## src/rtl/fcpa_ram.sv

```systemverilog
// Generic single-write, single-read RAM with registered read data.
// No dependencies.
module fcpa_ram #(
	parameter int WIDTH = 8,
	parameter int DEPTH = 16,
	localparam int AW = (DEPTH > 1) ? $clog2(DEPTH) : 1
) (
	input  logic             clk,
	input  logic             we,
	input  logic [AW-1:0]    waddr,
	input  logic [WIDTH-1:0] wdata,
	input  logic             re,
	input  logic [AW-1:0]    raddr,
	output logic [WIDTH-1:0] rdata
);

	logic [WIDTH-1:0] mem [DEPTH];

	always_ff @(posedge clk) begin
		if (we) begin
			mem[waddr] <= wdata;
		end
	end

	always_ff @(posedge clk) begin
		if (re) begin
			rdata <= mem[raddr];
		end
	end

endmodule

```

## config.mk

```make
export PLATFORM = sky130hd
export DESIGN_NAME = fcpa_ram
export DESIGN_NICKNAME = d
export VERILOG_FILES = /design/src/rtl/fcpa_ram.sv
export SDC_FILE = /design/constraint.sdc
export NUM_CORES = 1
export LEC_CHECK = 0
export ABC_AREA = 1
export BUFFER_PORTS_ARGS = -buffer_cell sky130_fd_sc_hd__buf_2
export CORE_MARGIN = 5
export CORE_UTILIZATION = 38
export DETAILED_ROUTE_END_ITERATION = 8
export PLACE_DENSITY = 0.65
export SYNTH_ARGS = -nofsm -noshare
export SYNTH_HDL_FRONTEND = slang
export SYNTH_SLANG_ARGS = --single-unit
```

## constraint.sdc

```tcl
create_clock -name clk -period 1.1 [get_ports clk]
set_input_delay 0.055 -clock clk [delete_from_list [all_inputs] [get_ports clk]]
set_output_delay 0.055 -clock clk [all_outputs]
set_load 0.05 [all_outputs]
```

==> summary.txt <==
Synth
  • Yosys reg bits: between 100 and 150
  • Cell area after synthesis: 0.005847 mm²
  • Synth Warn #: 0
  • Gate Count Post-Synth: about 550
  • Mapped Nets: 570
  • Cell variety after synth: 11
  • Synth Area per Inst: between 10 and 15 µm²
  • Register area share after synthesis: between 60 and 70%

STA
  • Period minus WS final: approximately 1100 ps
  • Final WS setup: -5.422 ps
  • Clk_skew: 7.390 ps
  • Final Hold Fails: 0
  • Setup-failing EPs final: 1
  • Period utilization: 100.5%
  • Slew @ Worst Pin: roughly 730 ps
  • RSZ-0062 raised after global routing: true
  • Max-slew headroom: 51.47%
  • Achievable Freq: approximately 900 MHz
  • Max-slew violations: 0

Detailed routing
  • Drt first pass iters: 5
  • Residual DRC count: 0
  • Total Wirelength: 13.02 mm
  • Routed Antenna Nets: 0
  • Via/cell ratio: about 5
  • 1st-iter DRT viols: 401
  • Vias: 3881
  • Wire per inst: between 15 and 20 µm

Power
  • Peak supply drop: around 1100 µV
  • Power density over the cells: 1719 mW/mm²
  • Pleak: 3.026 nW

Clock network
  • CTS Sinks: between 100 and 150
  • Max clock buf depth: 2
  • TritonCTS clock tree: yes
  • H-tree levels: 4
  • Clk Latency, worst-skew pair: ~420 ps
  • CTS clock-pin slew for the worst setup and hold paths: 50 ps
  • Root buf cell: clkbuf_16
  • Post-CTS setup buffer count: 0
  • Number of buffers created by CTS: 17

Die
  • Num rows: between 40 and 50
  • Initial Util: 38.60%
  • Die height: about 130 µm
  • Core area: 0.01515 mm²
  • Boundary pin count: 27
  • Die Wd: between 100 and 150 µm
  • Die Footprint: 0.01797 mm²

Run status
  • Failing checks: setup timing
  • Outcome: complete, but fails checks

Global routing
  • Antenna violations before repair: 0
  • M1 GR Usage: ~20%
  • First-pass GRT wire length: around 21 mm
  • Grt met3 use: under 10%
  • Largest net degree at the start of global routing: between 60 and 70
  • M2 GR Usage: 24.56%
  • Number of global-route vias before repair: between 3000 and 4000
  • GRT Util Overall: ~15%
  • Busiest grt layer: met2
  • GRT overflow: 0

Worst setup path
  • Required @ worst endpoint: 1270 ps
  • Worst Setup End Kind: flop
  • Worst-path maximum fanout: 1
  • CP Class: reg2reg
  • Critical Path AT: approximately 1300 ps
  • Crit path from: mem[4][3]
  • Startpoint types: flop
  • R2R Path Start: mem[4][3]

Flow run
  • Max_cap viols: 0

Min path
  • Worst Hold Class: in2reg
  • Hold wc startpoint: wdata[0]

Layout
  • Share of post-route cells with drive strength above 1: 20.43%
  • Most frequent cells in the layout: nand2_1, edfxtp_1, inv_1, nand3_1, nand3_2
  • Area growth from synthesis to layout: 21.29%
  • Cell Count, Final, Fillers Out: 795
  • N_diodes: 0
  • Core Util, Final: approximately 47%
  • Commonest non-fill, non-tap cell in the layout: nand2_1
  • Layout Nets: a little over 600
  • Final instance area: a little over 0.007 mm²

Placed design
  • Placed Cells: between 700 and 800
  • Input/output buffers: 26
  • Routability-driven placement congestion ratio: 0.7826
  • Dpl cell area: 0.006261 mm²
  • Post-DP HPWL: 8.103 mm
[power breakdown]
| part | total, W | switching [W] | internal [W] |
|---|---|---|---|
| Combinational | 0.000893 | 0.000634 | 0.000259 |
| Sequential | 0.00587 | 0.0000309 | 0.00584 |
| Clock | 0.00543 | 0.00193 | 0.00349 |
| Total | 0.0122 | 0.00260 | 0.00959 |
[path summary, 6_finish.rpt]
path | endpoint | slack, ps | depth (start not counted)
setup / recovery | rdata[3] | -5 | 6
hold / removal | mem[9][0] | 60 | 1
setup reg to reg | rdata[3] | -5 | 6
hold reg to reg | rdata[3] | 750 | 6
[synth_stat cells]
cell,instances,share of area [%]
buf_2,13,1.1
buf_6,6,1.2
buf_1,1,0.064
inv_2,2,0.13
nand2_1,173,11
nor2_1,17,1.1
buf_4,4,0.51
edfxtp_1,136,70
inv_1,100,6.4
nand3_1,97,8.3
nand3b_1,2,0.26
[worst max-delay path, cell delays in order (launching register included)]
cell,delay [ps]
edfxtp_1,370
inv_1,60
nand2_1,60
nand3_2,80
nand3_2,110
nand3_4,120
nand2_2,60
[kinds of logic after synthesis]
family / after synthesis / share of synthesized area [%]
flip-flops: 136 / 69.85
buffers and inverters: 126 / 9.394
AND/OR/NAND/NOR: 289 / 20.76
[layout make-up]
class | count | area [µm²]
inverter | 102 | 382.9
fill | 1327 | 8054
multi-input combinational | 289 | 1459
clock inverter | 12 | 133.9
tap | 188 | 235.2
timing repair buffer | 49 | 364.1
sequential | 136 | 4084
clock buffer | 19 | 432.9
[layer usage]
layer	wire (µm)	share of wire, %
met1	5475	42
met2	6461	50
met3	919	7.1
met4	160	1.2
met5	0	0
[stage by stage]
step | total power (W) | worst slack, ps | hold WS (ps) | setup TNS [ps]
6_report | 0.01219 | -5.422 | 61.53 | -5.422
3_5_place_dp | 0.006782 | -242.6 | 418.3 | -1815
4_1_cts | 0.01221 | -1.011 | 60.64 | -1.011
5_1_grt | 0.01262 | -53.09 | 59.31 | -326.1
3_3_place_gp | 0.006765 | -237.6 | 419.5 | -1690
2_1_floorplan | 0.006470 | 94.16 | 153.9 | 0
[registers in the layout, summed over array words and instances (netlist names)]
signal	cells
rdata	8
mem	128
[repair_timing]
action | CTS | global route
resized for setup | 18 | 39
cloned | 0 | 0
endpoints found under the setup margin | 8 | 10
hold endpoints to repair | 8 | 0
hold buffers | 1 | 0
pin swaps | 9 | 41
Note: power is estimated with default switching activity, not from simulation.
