<file path="src/rtl/fcpa_pkg.sv">
// Shared constants, types and helpers for the fixed chunk pool allocator.
// No dependencies; imported by every other file in rtl/ except fcpa_ram.
package fcpa_pkg;

	localparam int GRAN_W    = 16;
	localparam int CNT_W     = 11;
	localparam int REQ_W     = 16;
	localparam int ACT_W     = 2;
	localparam int STAT_W    = 3;
	localparam int REG_IDX_W = 2;

	typedef logic [GRAN_W-1:0] gran_t;
	typedef logic [CNT_W-1:0]  count_t;
	typedef logic [STAT_W-1:0] status_t;
	typedef logic [ACT_W-1:0]  action_t;

	localparam action_t ACT_REQUEST = 2'd0;
	localparam action_t ACT_RELEASE = 2'd1;
	localparam action_t ACT_QUERY   = 2'd2;

	localparam status_t STAT_OK        = 3'd0;
	localparam status_t STAT_EMPTY     = 3'd1;
	localparam status_t STAT_TOO_LARGE = 3'd2;
	localparam status_t STAT_OUTSIDE   = 3'd3;
	localparam status_t STAT_FULL      = 3'd4;

	localparam logic [REG_IDX_W-1:0] REG_BASE        = 2'd0;
	localparam logic [REG_IDX_W-1:0] REG_CHUNK_BYTES = 2'd1;
	localparam logic [REG_IDX_W-1:0] REG_CHUNK_COUNT = 2'd2;

	localparam gran_t  RST_CHUNK_BYTES = 16'd64;
	localparam count_t RST_CHUNK_COUNT = 11'd1024;

	// zero chunk size behaves as one byte
	function automatic gran_t eff_gran(gran_t g);
		return (g == '0) ? GRAN_W'(1) : g;
	endfunction

endpackage

</file>
<file path="src/rtl/fcpa_mul.sv">
// Serial shift-add unit: base + gran * idx, one multiplier bit per cycle.
// Depends on fcpa_pkg.
module fcpa_mul #(
	parameter int AW = 32,
	parameter int IW = 10
) (
	input  logic            clk,
	input  logic            arst_n,
	input  logic            start,
	input  logic [AW-1:0]   base,
	input  fcpa_pkg::gran_t gran,
	input  logic [IW-1:0]   idx,
	output logic            done,
	output logic [AW-1:0]   product
);

	import fcpa_pkg::*;

	localparam int CW = $clog2(IW + 1);

	logic [CW-1:0] cnt_q;
	logic          busy_q;
	logic          done_q;
	logic [AW-1:0] acc_q;
	logic [AW-1:0] mcand_q;
	logic [IW-1:0] mplier_q;

	always_ff @(posedge clk or negedge arst_n) begin
		if (!arst_n) begin
			cnt_q  <= '0;
			busy_q <= 1'b0;
			done_q <= 1'b0;
		end else begin
			done_q <= busy_q && (cnt_q == CW'(1));
			if (start) begin
				cnt_q  <= CW'(IW);
				busy_q <= 1'b1;
			end else if (busy_q) begin
				cnt_q <= cnt_q - CW'(1);
				if (cnt_q == CW'(1)) begin
					busy_q <= 1'b0;
				end
			end
		end
	end

	always_ff @(posedge clk) begin
		if (start) begin
			acc_q    <= base;
			mcand_q  <= AW'(gran);
			mplier_q <= idx;
		end else if (busy_q) begin
			if (mplier_q[0]) begin
				acc_q <= acc_q + mcand_q;
			end
			mcand_q  <= mcand_q << 1;
			mplier_q <= mplier_q >> 1;
		end
	end

	assign done    = done_q;
	assign product = acc_q;

endmodule

</file>
<file path="config.mk">
export PLATFORM = sky130hd
export DESIGN_NAME = fcpa_mul
export DESIGN_NICKNAME = d
export VERILOG_FILES = /design/src/rtl/fcpa_pkg.sv /design/src/rtl/fcpa_mul.sv
export SDC_FILE = /design/constraint.sdc
export NUM_CORES = 1
export LEC_CHECK = 0
export BUFFER_PORTS_ARGS = -buffer_cell sky130_fd_sc_hd__clkbuf_2
export CORE_AREA = 2 2 115 117
export CTS_CLUSTER_SIZE = 28
export DETAILED_ROUTE_END_ITERATION = 10
export DIE_AREA = 0 0 117 119
export SETUP_SLACK_MARGIN = 0.3
export SYNTH_ARGS = -nofsm -noshare
export SYNTH_HDL_FRONTEND = slang
export SYNTH_SLANG_ARGS = --single-unit
</file>
<file path="constraint.sdc">
create_clock -name clk -period 6 [get_ports clk]
set_input_delay 0.3 -clock clk [delete_from_list [all_inputs] [get_ports clk]]
set_output_delay 0.3 -clock clk [all_outputs]
set_load 0.01 [all_outputs]
</file>
==> results.yml <==
power:
  peakVddDrop_mv: 0.157
  powerDensity_nw_per_um2: 350
  leakagePower_nw: 2.63
clock_network:
  worstSkewPairLatency_ns: 0.35
  clock_path_buffers: 2
  htreeDepth: 3
  clock-root-buffer: "clkbuf_16"
  cts_tree: "yes"
  cts_resized: 0
  cts.sinks: 80
  numCtsBuffers: 9
  clkTransAtPathRegs_ns: 0.07
  cts_setup_buffers: 0
global_route:
  grt_pass1_vias: 3626
  grt_max_degree: 58
  grt_antenna_before_repair: 0
  grt_pass1_wl_mm: 17.8
  grt_overflow: 0
  track_usage_pct: 16.6
sta:
  tightest_slew_ns: 0.689
  final_max_slew_viol_count: 0
  timing.setup.tns_ns: 0
  fin_crit_ns: 2.90
  fin_worst_skew_ns: 0.0141
  setup_viol: 0
  max_freq_mhz: 344
  finalCritPeriodShare_pct: 48.4
  rsz0062_at_grt: "no"
  hold_viol_final: 0
  slew_headroom_pct: 54.0
synthesis:
  synth_cells: 476
  yosys_warnings: 0
  synth-edff-count: 58
  ys_types: 57
  ys_seq_area_share_pct: 44.6
  ys_seq_elements: 80
  synth_fp_nets: 571
  netlist.area_leader.share_pct: 35.1
  synth_top_area_cell: "edfxtp_1"
  syn_area_per_cell_sq_um: 10.4
  async_flop_share_pct: 7.50
  synth_ff_type: "edfxtp_1"
  synth.area.top_cells: "edfxtp_1 35%, ha_1 8.3%, dfxtp_1 6.5%"
  synth_area_sq_um: 4960
detailed_routing:
  firstDrtPassIters: 4
  drt_iter0_drc: 174
  ant_nets: 0
  vias: 3788
  totalWireLength_mm: 11.3
  drcViolationCount: 0
  vias_per_cell: 5.10
  wire_per_inst_microns: 15.2
floorplanning:
  coreArea_sq_um: 12900
  die_h_microns: 119
  dieArea_sq_um: 13900
  initial_core_util_pct: 38.5
  fp.dieW_microns: 117
  io_pins: 94
  row_count: 42
critical_path:
  critical_path_class: "flop to flop"
  rr_worst_depth: 10
  cp-end-kind: "flop"
  cp.required_ns: 6.08
  path_max_fanout: 3
  rr_endpoint: "product[26]"
  startpoint_type: "flop"
  r2r_setup_slack_ns: 3.10
  crit_arrival_ns: 2.98
  r2r_start: "product[0]"
placement:
  gp_congestion: 0.839
  hpwl_mm: 8.35
  placed_cells: 726
  portBuffers: 93
run:
  maxCapViolations: 0
min_path:
  min_path_type: "input port to flop"
  min_from: "base[3]"
  hold_end: "product[3]"
  hold_depth: 3
layout:
  area_delta_synth_final_pct: 18.0
  fill_cells: 1243
  layout_common_cells: "92 x clkbuf_2, 58 x edfxtp_1, 53 x nand2_1"
  drive_gt1_share_pct: 27.2
  antenna_cells: 0
  final_nets: 657
  fin_cells: 743
  layout_commonest_cell: "clkbuf_2"
run_status:
  status: "finished, final reports clean"
## synth_stat cells, drive strengths merged, types with 4 or more instances
cell type,number
dfrtp,6
nand2,53
nand3,7
buf,6
dfxtp,16
o21ai,46
mux2,28
inv,12
mux2i,16
xor2,12
edfxtp,58
clkbuf,16
a21o,18
nor3,4
nor2,37
a21oi,38
xnor2,21
nor4,4
o21bai,4
ha,33
## per-layer routing
metal  share of wire, %  vias up  wire length, microns  track usage, %
met5                  0        -                     0               0
met4                1.2        0                   138            6.18
met3                4.2        8                   480            3.36
met2                 47       89                  5330            25.9
met1                 47     1779                  5360            22.6
li1                   -     1912                     -               -
## critical path, cell delays in order (launching register included)
cell and delay, ns:
edfxtp_1 0.39, ha_1 0.25, fa_1 0.40, a21oi_1 0.24
o211ai_1 0.20, a41oi_1 0.26, o21ai_2 0.12, a21oi_1 0.34
o21ai_0 0.19, xnor2_1 0.15, o21ai_0 0.08
## how the worst max path moves through the flow
stage	from	cells after the start	end	slack, ns
floorplan	product[0]	10	product[26]	3.40
global placement	product[0]	10	product[26]	3.19
detailed placement	product[0]	10	product[26]	3.13
CTS	product[0]	10	product[26]	3.09
global route	product[0]	10	product[26]	2.92
finish	product[0]	10	product[26]	3.10
## final cells by class
| cell class | instances | area (sq um) | share of cell area, % |
|---|---|---|---|
| multi-input cells | 362 | 2570 | 44.0 |
| well taps | 176 | 220 | 3.76 |
| clock buffers | 10 | 229 | 3.91 |
| inverters | 12 | 45.0 | 0.770 |
| clock inverters | 6 | 67.6 | 1.16 |
| flip-flops and latches | 80 | 2210 | 37.8 |
| repair buffers | 97 | 500 | 8.56 |
## registers in the layout (all words and copies together) (netlist names)
name / cells
mcand_q: 32
mplier_q: 10
busy_q: 1
done: 1
product: 32
cnt_q: 4
## cell families (layout without fill, tap and decap cells)
logic type	count (synthesis)	count (layout)	synth area share (%)
AOI/OAI and AO/OA	130	130	16.5
xor gates and xnor gates	33	33	5.83
adders and majority gates	34	34	8.74
buffers and inverters	34	125	3.41
DFF	80	80	44.6
muxes	44	44	9.59
and+or+nand+nor	121	121	11.3
## timing repair
item / 4_1_cts / 5_1_grt
setup endpoints to repair: 0 / 0
endpoints found under the hold margin: 6 / 0
hold buffers: 1 / 0
## stage by stage
stage	power, mW	area (sq um)	hold WS (ns)	util [%]	worst slack (ns)
after global routing	2.17	5850	0.236	45.4	2.92
after global placement	1.49	5540	0.130	43.1	3.19
after CTS	2.07	5850	0.215	45.4	3.09
after floorplan	1.29	4960	0.00441	-	3.40
after detailed placement	1.50	5540	0.137	43.1	3.13
final	2.05	5850	0.222	45.4	3.10
## power breakdown
| part | total, mW | leakage [nW] | switching, mW | internal [mW] |
|---|---|---|---|---|
| clock network | 0.558 | 0.141 | 0.233 | 0.325 |
| logic | 0.733 | 1.68 | 0.430 | 0.303 |
| registers | 0.755 | 0.808 | 0.0533 | 0.702 |
| total | 2.05 | 2.63 | 0.716 | 1.33 |
Power figures use the tool's default switching activity.
