===== src/rtl/fcpa_pkg.sv =====
// Shared constants, types and helpers for the fixed chunk pool allocator.
// No dependencies; imported by every other file in rtl/ except fcpa_ram.
package fcpa_pkg;

	localparam int GRAN_W    = 16;
	localparam int CNT_W     = 11;
	localparam int REQ_W     = 16;
	localparam int ACT_W     = 2;
	localparam int STAT_W    = 3;
	localparam int REG_IDX_W = 2;

	typedef logic [GRAN_W-1:0] gran_t;
	typedef logic [CNT_W-1:0]  count_t;
	typedef logic [STAT_W-1:0] status_t;
	typedef logic [ACT_W-1:0]  action_t;

	localparam action_t ACT_REQUEST = 2'd0;
	localparam action_t ACT_RELEASE = 2'd1;
	localparam action_t ACT_QUERY   = 2'd2;

	localparam status_t STAT_OK        = 3'd0;
	localparam status_t STAT_EMPTY     = 3'd1;
	localparam status_t STAT_TOO_LARGE = 3'd2;
	localparam status_t STAT_OUTSIDE   = 3'd3;
	localparam status_t STAT_FULL      = 3'd4;

	localparam logic [REG_IDX_W-1:0] REG_BASE        = 2'd0;
	localparam logic [REG_IDX_W-1:0] REG_CHUNK_BYTES = 2'd1;
	localparam logic [REG_IDX_W-1:0] REG_CHUNK_COUNT = 2'd2;

	localparam gran_t  RST_CHUNK_BYTES = 16'd64;
	localparam count_t RST_CHUNK_COUNT = 11'd1024;

	// zero chunk size behaves as one byte
	function automatic gran_t eff_gran(gran_t g);
		return (g == '0) ? GRAN_W'(1) : g;
	endfunction

endpackage


===== src/rtl/fcpa_div.sv =====
// Restoring radix-2 divider: offset / chunk size, one quotient bit per cycle.
// Depends on fcpa_pkg.
module fcpa_div #(
	parameter int AW = 32
) (
	input  logic            clk,
	input  logic            arst_n,
	input  logic            start,
	input  logic [AW-1:0]   dividend,
	input  fcpa_pkg::gran_t divisor,
	output logic            done,
	output logic [AW-1:0]   quotient
);

	import fcpa_pkg::*;

	localparam int CW = $clog2(AW + 1);

	logic [CW-1:0]   cnt_q;
	logic            busy_q;
	logic            done_q;
	logic [AW-1:0]   quo_q;
	gran_t           rem_q;
	gran_t           dsr_q;
	logic [GRAN_W:0] trial;
	logic            fits;

	assign trial = {rem_q, quo_q[AW-1]};
	assign fits  = trial >= {1'b0, dsr_q};

	always_ff @(posedge clk or negedge arst_n) begin
		if (!arst_n) begin
			cnt_q  <= '0;
			busy_q <= 1'b0;
			done_q <= 1'b0;
		end else begin
			done_q <= busy_q && (cnt_q == CW'(1));
			if (start) begin
				cnt_q  <= CW'(AW);
				busy_q <= 1'b1;
			end else if (busy_q) begin
				cnt_q <= cnt_q - CW'(1);
				if (cnt_q == CW'(1)) begin
					busy_q <= 1'b0;
				end
			end
		end
	end

	always_ff @(posedge clk) begin
		if (start) begin
			quo_q <= dividend;
			rem_q <= '0;
			dsr_q <= divisor;
		end else if (busy_q) begin
			rem_q <= fits ? GRAN_W'(trial - {1'b0, dsr_q}) : trial[GRAN_W-1:0];
			quo_q <= {quo_q[AW-2:0], fits};
		end
	end

	assign done     = done_q;
	assign quotient = quo_q;

endmodule


===== config.mk =====
export PLATFORM = sky130hd
export DESIGN_NAME = fcpa_div
export DESIGN_NICKNAME = d
export VERILOG_FILES = /design/src/rtl/fcpa_pkg.sv /design/src/rtl/fcpa_div.sv
export SDC_FILE = /design/constraint.sdc
export NUM_CORES = 1
export LEC_CHECK = 0
export ABC_AREA = 1
export BUFFER_PORTS_ARGS = -buffer_cell sky130_fd_sc_hd__buf_2
export CAP_MARGIN = 40
export CELL_PAD_IN_SITES_DETAIL_PLACEMENT = 1
export CELL_PAD_IN_SITES_GLOBAL_PLACEMENT = 2
export CORE_MARGIN = 8
export CORE_UTILIZATION = 29
export DETAILED_ROUTE_END_ITERATION = 8
export GPL_TIMING_DRIVEN = 0
export PLACE_DENSITY_LB_ADDON = 0.08
export SLEW_MARGIN = 10
export SYNTH_ARGS = -nofsm -noshare
export SYNTH_HDL_FRONTEND = slang
export SYNTH_SLANG_ARGS = --single-unit

===== constraint.sdc =====
create_clock -name clk -period 1.75 [get_ports clk]
set_input_delay 0.35 -clock clk [delete_from_list [all_inputs] [get_ports clk]]
set_output_delay 0.35 -clock clk [all_outputs]
set_load 0.1 [all_outputs]

==> reports/qor.csv, run 1 <==
stage,metric,value,unit
worst_setup_path,setup.worst_path.class,reg -> reg,
drt,drt_iter0_drc,176,
hold_path,min_path_type,in -> reg,
drt,ant_nets,0,
worst_setup_path,cp_slowest_cell,edfxtp_1,
synth,synth_edf_count,48,
cells_and_area,drive_gt1_frac,0.3978,
cells_and_area,antenna_cells,0,
placement,dp_hpwl,9325,um
drt,first_pass_iters,6,
floorplanning,num_rows,43,
worst_setup_path,required,1990,ps
placement,gp_congestion,0.7787,
floorplanning,io_pins,84,
timing,drv_slew,0,
cells_and_area,final_nets,701,
timing,finalHoldViolCount,0,
cells_and_area,final_common_cell,nand2_1,
drt,vias,3728,
run_status,status,finished with violations,
timing,final.min_clock_period,1907,ps
job,maxCapViolCount,0,
synth,avgSynthCellArea,8.164,um^2
cells_and_area,fill_cells,1656,
timing,tightest_slew,595.6,ps
cells_and_area,regArea,1962,um^2
worst_setup_path,cp-end-kind,flip-flop,
synth,synth_warnings,0,
grt,grt_pass1_wl,22030,um
cells_and_area,final_cell_mix,"180 x nand2_1, 83 x buf_2, 48 x edfxtp_1",
floorplanning,die_h,135.5,um
drt,post_drt_wl_per_cell,16.38,um
floorplanning,dieArea,18350,um^2
worst_setup_path,critPathTopFamily,simple AND/OR/NAND/NOR gates,
synth,yosysSeqAreaShare,0.4740,
worst_setup_path,path_buf_inv,3,
synth,ys_seq_elements,72,
grt,grt_start_max_net_pins,35,
cts,h-tree-depth,3,
grt,grt_usage,0.1545,
timing,slew_headroom,0.6025,
grt,grt_antenna_before_repair,2,
timing,whs,174.9,ps
drt,drc,0,
grt,grt_pass1_vias,4221,
cells_and_area,fin_area,5858,um^2
placement,pre_cts_slack,-648.8,ps
placement,place.port_buffers,83,
cells_and_area,instances_no_fill,816,
synth,syn_nets,577,
timing,period_share,1.090,
drt,routed_wl,13370,um
worst_setup_path,crit_path_start,dsr_q[14],
worst_setup_path,crit_path_start_kind,flip-flop,
grt,grt_overflow,0,
pwr,vdd_drop_max,0.0005737,V
cts,cts_tree,built,
cts,cts_sinks,72,
drt,drt-vias-per-instance,4.569,
run_status,failed_checks,setup timing,
floorplanning,core,13930,um^2
placement,placed_area,4830,um^2
timing,setup_viol,17,
worst_setup_path,max_stage_delay,320,ps
worst_setup_path,arrival,2140,ps
worst_setup_path,crit_fanout,5,
pwr,cellLeakagePower,2.888,nW
worst_setup_path,path_cells,"inv_1, ha_4, nand2_2, nor3_4, buf_4, nand3_4, nand2_8, buf_12, nand2_4, nand3_2, nand2_1",
synth,syn-cell-area,4139,um^2
cells_and_area,utilization,0.4204,
floorplanning,die_w,135.5,um
timing,finClkSkew,7.846,ps
cells_and_area,multi_input_area,2347,um^2
pwr,power_density,1531,nW/um^2
synth,synth-async-reset-ratio,0.1111,
synth,synthFlopType,edfxtp_1,
synth,synthCells,507,
synth,synth_cell_types,36,
cts,worstSkewPairLatency,350,ps
timing,fmax,524.3,MHz
cts,cts-buffers-inserted,9,
placement,dp.cells,770,
timing,setup_ws,-157.3,ps
timing,rsz0062_at_grt,yes,
worst_setup_path,reg2reg_from,dsr_q[14],
cts,clkSlewWorstSetupHoldPaths,70,ps
cts,cts_buffer_depth,2,
cells_and_area,syn_to_final_growth,41.54,%
floorplanning,start_util,0.2970,
hold_path,min_from,divisor[4],
cts,root_buffer,clkbuf_16,
[report_power, final]
part / switching, mW / internal [mW] / total (mW)
logic: 2.94 / 1.89 / 4.83
registers: 0.252 / 2.13 / 2.38
clock network: 0.797 / 0.960 / 1.76
total: 3.99 / 4.98 / 8.97
[registers in the layout, summed over array words and instances (netlist names)]
register / cells
cnt_q: 6
dsr_q: 16
quotient: 32
busy_q: 1
rem_q: 16
done: 1
[area by class of cell]
type,instances,area share
multi-input cells,359,0.4007
flip-flops and latches,72,0.3349
plain buffers,12,0.01516
well taps,180,0.03845
clock buffers,9,0.03845
inverters,63,0.04122
repair buffers,114,0.1230
clock inverters,7,0.008116
[path summary, 6_finish.rpt]
kind	end	slack, ps	cells after the start
worst max-delay path	rem_q[12]	-160	11
worst min-delay path	dsr_q[4]	170	1
worst max register to register	rem_q[12]	-160	11
worst min register to register	rem_q[1]	500	2
max in group asynchronous	busy_q	1170	2
min in group asynchronous	cnt_q[5]	400	2
[synthesized netlist by cell type (3+ instances only)]
cell type | n | share of area
dfrtp_1 | 8 | 0.048
nor2_4 | 3 | 0.0082
nand3_2 | 3 | 0.0073
inv_1 | 60 | 0.054
nand4_1 | 5 | 0.0076
nand3_1 | 28 | 0.034
nand3b_1 | 18 | 0.033
edfxtp_1 | 48 | 0.35
nand2_1 | 212 | 0.19
a21oi_1 | 13 | 0.016
clkbuf_1 | 6 | 0.0054
xnor2_1 | 5 | 0.011
nor2_1 | 14 | 0.013
o21ai_0 | 4 | 0.0048
nand2_2 | 17 | 0.026
nor2_2 | 3 | 0.0045
ha_1 | 18 | 0.054
dfxtp_1 | 16 | 0.077
[cells by family (layout without fill, tap and decap cells)]
logic type,count (synthesis),in the layout,share of synthesized area
simple gates,313,313,0.3479
xor+xnor,7,7,0.01481
flops,72,72,0.4740
compound gates,20,20,0.02540
fa+ha+maj,19,19,0.05925
buf+inv,76,205,0.07859
[through the flow]
stage               setup TNS, ps  power, mW
floorplan                   -8017      5.077
CTS                         -2002      8.807
finish                      -2199      8.971
global route                -4858      9.547
detailed placement         -44870      5.873
global placement           -58600      5.818
[repair_timing]
item | CTS | global route
setup buffers | 23 | 5
hold endpoints to repair | 8 | 0
hold buffers | 1 | 0
resized for setup | 79 | 37
pin swaps | 33 | 27
cloned | 3 | 0
endpoints found under the setup margin | 80 | 46
[worst register-to-register path: stages (launching register included)]
cell      delay (ps)
edfxtp_1         320
inv_1             60
ha_4             310
nand2_2          110
nor3_4           200
buf_4            150
nand3_4          170
nand2_8          160
buf_12           150
nand2_4           60
nand3_2           60
nand2_1           50
[per-layer routing]
metal	track usage	routed length, um	vias to the layer above
met1	0.1752	5752	1773
met3	0.06565	888	12
met2	0.2605	6574	75
met5	0	23	-
li1	-	-	1864
met4	0.04257	131	4
No activity file was read; power rests on OpenSTA's default activity.
==> run 2, diff against run 1 <==
--- a/config.mk
+++ b/config.mk
@@ -5,13 +5,13 @@
 export SDC_FILE = /design/constraint.sdc
 export NUM_CORES = 1
 export LEC_CHECK = 0
-export ABC_AREA = 1
 export BUFFER_PORTS_ARGS = -buffer_cell sky130_fd_sc_hd__buf_2
 export CAP_MARGIN = 40
 export CELL_PAD_IN_SITES_DETAIL_PLACEMENT = 1
 export CELL_PAD_IN_SITES_GLOBAL_PLACEMENT = 2
+export CORE_ASPECT_RATIO = 1.75
 export CORE_MARGIN = 8
-export CORE_UTILIZATION = 29
+export CORE_UTILIZATION = 32
 export DETAILED_ROUTE_END_ITERATION = 8
 export GPL_TIMING_DRIVEN = 0
 export PLACE_DENSITY_LB_ADDON = 0.08
==> run 2 against run 1 <==
Effect of this change: core utilization increased by 4.4 points; register-to-register slack got worse by 440 ps; cell count decreased by 20%; via count decreased by 8.9%; largest power group unchanged; critical path depth decreased by 3; power increased by 2.8%; synthesized cell count decreased by 29%; non-clock buffer count increased by 3; the flow still finishes with violations (setup timing); clock power increased by 14%; clock skew decreased by 0.74 ps.
==> reports/qor.csv, run 2 <==
stage,metric,value,unit
drt,first_pass_iters,4,
synth,syn-cell-area,3975,um^2
pwr,power_density,1613,nW/um^2
synth,synthTopCellsByArea,"edfxtp_1 36%, mux2_2 8.8%, dfxtp_1 8.1%, ha_1 5.7%, dfrtp_1 5.0%",
synth,avgSynthCellArea,11.04,um^2
grt,grt_antenna_before_repair,0,
run_status,status,finished with violations,
cells_and_area,regArea,1968,um^2
cts,root_buffer,clkbuf_16,
floorplanning,io_pins,84,
drt,maxUsedRoutingLayer,met4,
drt,post_drt_wl_per_cell,20.37,um
timing,setup_ws,-596.9,ps
grt,grt_pass1_vias,3960,
drt,routed_wl,13340,um
placement,place.port_buffers,83,
floorplanning,start_util,0.3233,
hold_path,min_path_type,in -> reg,
cts,worstSkewPairLatency,330,ps
floorplanning,num_rows,54,
timing,tightest_slew,705.9,ps
cells_and_area,final_cell_mix,"82 x buf_2, 48 x edfxtp_1, 31 x mux2_2",
cts,clkSlewWorstSetupHoldPaths,60,ps
floorplanning,die_w,100.3,um
cells_and_area,final_common_cell,buf_2,
drt,route.met2.wl,7399,um
timing,whs,187.5,ps
worst_setup_path,required,1990,ps
synth,synth-async-reset-ratio,0.1111,
synth,synth_cell_types,65,
synth,synth_edf_count,48,
placement,dp_hpwl,9536,um
timing,slew_headroom,0.5294,
worst_setup_path,arrival,2590,ps
cts,cts-buffers-inserted,9,
floorplanning,core,12300,um^2
timing,period_share,1.341,
worst_setup_path,cp-end-kind,flip-flop,
cells_and_area,multi_input_area,2301,um^2
synth,synth_top_area_share,0.3626,
drt,vias,3396,
drt,drt_iter0_drc,104,
drt,drc,0,
worst_setup_path,setup.worst_path.class,reg -> reg,
placement,gp_congestion,0.7505,
timing,rsz0062_at_grt,yes,
timing,finalHoldViolCount,0,
job,maxCapViolCount,0,
cells_and_area,antenna_cells,0,
cts,cts_buffer_depth,2,
cells_and_area,largest_reg_flops,32,
floorplanning,dieArea,16380,um^2
cts,cts_sinks,72,
run_status,failed_checks,setup timing,
cells_and_area,drive_gt1_frac,0.4969,
timing,setup_viol,17,
drt,drt-vias-per-instance,5.185,
synth,syn_nets,430,
synth,yosys-top-cells-count,"48 x edfxtp_1, 31 x mux2_2, 27 x inv_1",
drt,wl_met1,4871,um
cells_and_area,syn_to_final_growth,43.81,%
synth,yosysSeqAreaShare,0.4935,
pwr,power,9.220,mW
synth,synth_area_leader_cell,edfxtp_1,
grt,grt_start_max_net_pins,34,
grt,grt_pass1_wl,20980,um
worst_setup_path,crit_fanout,6,
synth,ys_seq_elements,72,
floorplanning,die_h,163.4,um
drt,ant_nets,0,
synth,synthCells,360,
cts,cts_tree,built,
timing,drv_slew,0,
drt,dr_wl_met3,733,um
pwr,cellLeakagePower,2.284,nW
synth,synthFlopType,edfxtp_1,
pwr,vdd_drop_max,0.0007086,V
cts,h-tree-depth,3,
cells_and_area,final_nets,552,
timing,fmax,426.1,MHz
synth,synth_warnings,0,
grt,grt_usage,0.1680,
synth,yosysMostFrequentCell,edfxtp_1,
worst_setup_path,crit_path_start_kind,flip-flop,
timing,final.min_clock_period,2347,ps
grt,grt_overflow,0,
cells_and_area,fill_cells,1372,
timing,finClkSkew,7.104,ps
run 2: path summary, 6_finish.rpt:
path / slack, ps / from / to / depth (start not counted)
hold reg to reg: 500 / rem_q[14] / rem_q[14] / 2
max in group asynchronous: 1180 / arst_n / cnt_q[0] / 2
min in group asynchronous: 390 / arst_n / cnt_q[2] / 2
setup / recovery: -600 / dsr_q[1] / rem_q[4] / 8
hold / removal: 190 / divisor[0] / dsr_q[0] / 1
setup reg to reg: -600 / dsr_q[1] / rem_q[4] / 8
run 2: repair_timing:
item	CTS	global route
buffers inserted	20	5
hold buffers	1	0
resized for setup	88	28
pin swaps	33	18
setup endpoints to repair	87	70
gates cloned	4	0
endpoints found under the hold margin	8	0
run 2: layout make-up:
type / count / area share
Buffer: 17 / 0.02189
Clock buffer: 10 / 0.04005
Clock inverter: 6 / 0.01641
Inverter: 27 / 0.01817
Multi-Input combinational cell: 243 / 0.4025
Sequential cell: 72 / 0.3443
Tap cell: 168 / 0.03677
Timing Repair Buffer: 112 / 0.1199
run 2: worst max-delay path, cell delays in order, from the launching register on:
cell,delay [ps]
edfxtp_1,360
inv_2,50
ha_4,260
buf_4,110
nand3_4,80
or4_4,580
o21a_4,280
a211o_1,310
a311oi_2,220
run 2: logic make-up after synthesis:
kind of cell | count (synthesis) | synth area share
AOI/OAI and AO/OA | 89 | 0.1631
xor gates and xnor gates | 14 | 0.03084
adders and majority gates | 19 | 0.06169
buffers and inverters | 46 | 0.04564
DFF | 72 | 0.4935
muxes | 32 | 0.09034
and+or+nand+nor | 88 | 0.1149
run 2: metrics by stage:
stage,TNS (ps),utilization,std cells,setup slack [ps],cell area [um^2]
after floorplan,-15850,-,360,-1029,4019
after CTS,-8730,0.4528,650,-585.2,5568
after global routing,-10360,0.4649,655,-667.9,5717
after detailed placement,-51540,0.3777,611,-937.3,4644
after global placement,-64040,0.3777,611,-994.6,4644
final,-8884,0.4649,655,-596.9,5717
run 2: where the power goes:
group | internal, mW | switching [mW] | total (mW)
clock network | 1.26 | 0.757 | 2.01
logic | 1.89 | 2.78 | 4.67
registers | 2.20 | 0.340 | 2.54
total | 5.34 | 3.88 | 9.22
run 2: per-layer routing:
metal	vias to the layer above	global-route usage
li1	1604	-
met1	1681	0.1641
met2	89	0.3138
met3	22	0.05164
met4	0	0.07197
met5	-	0
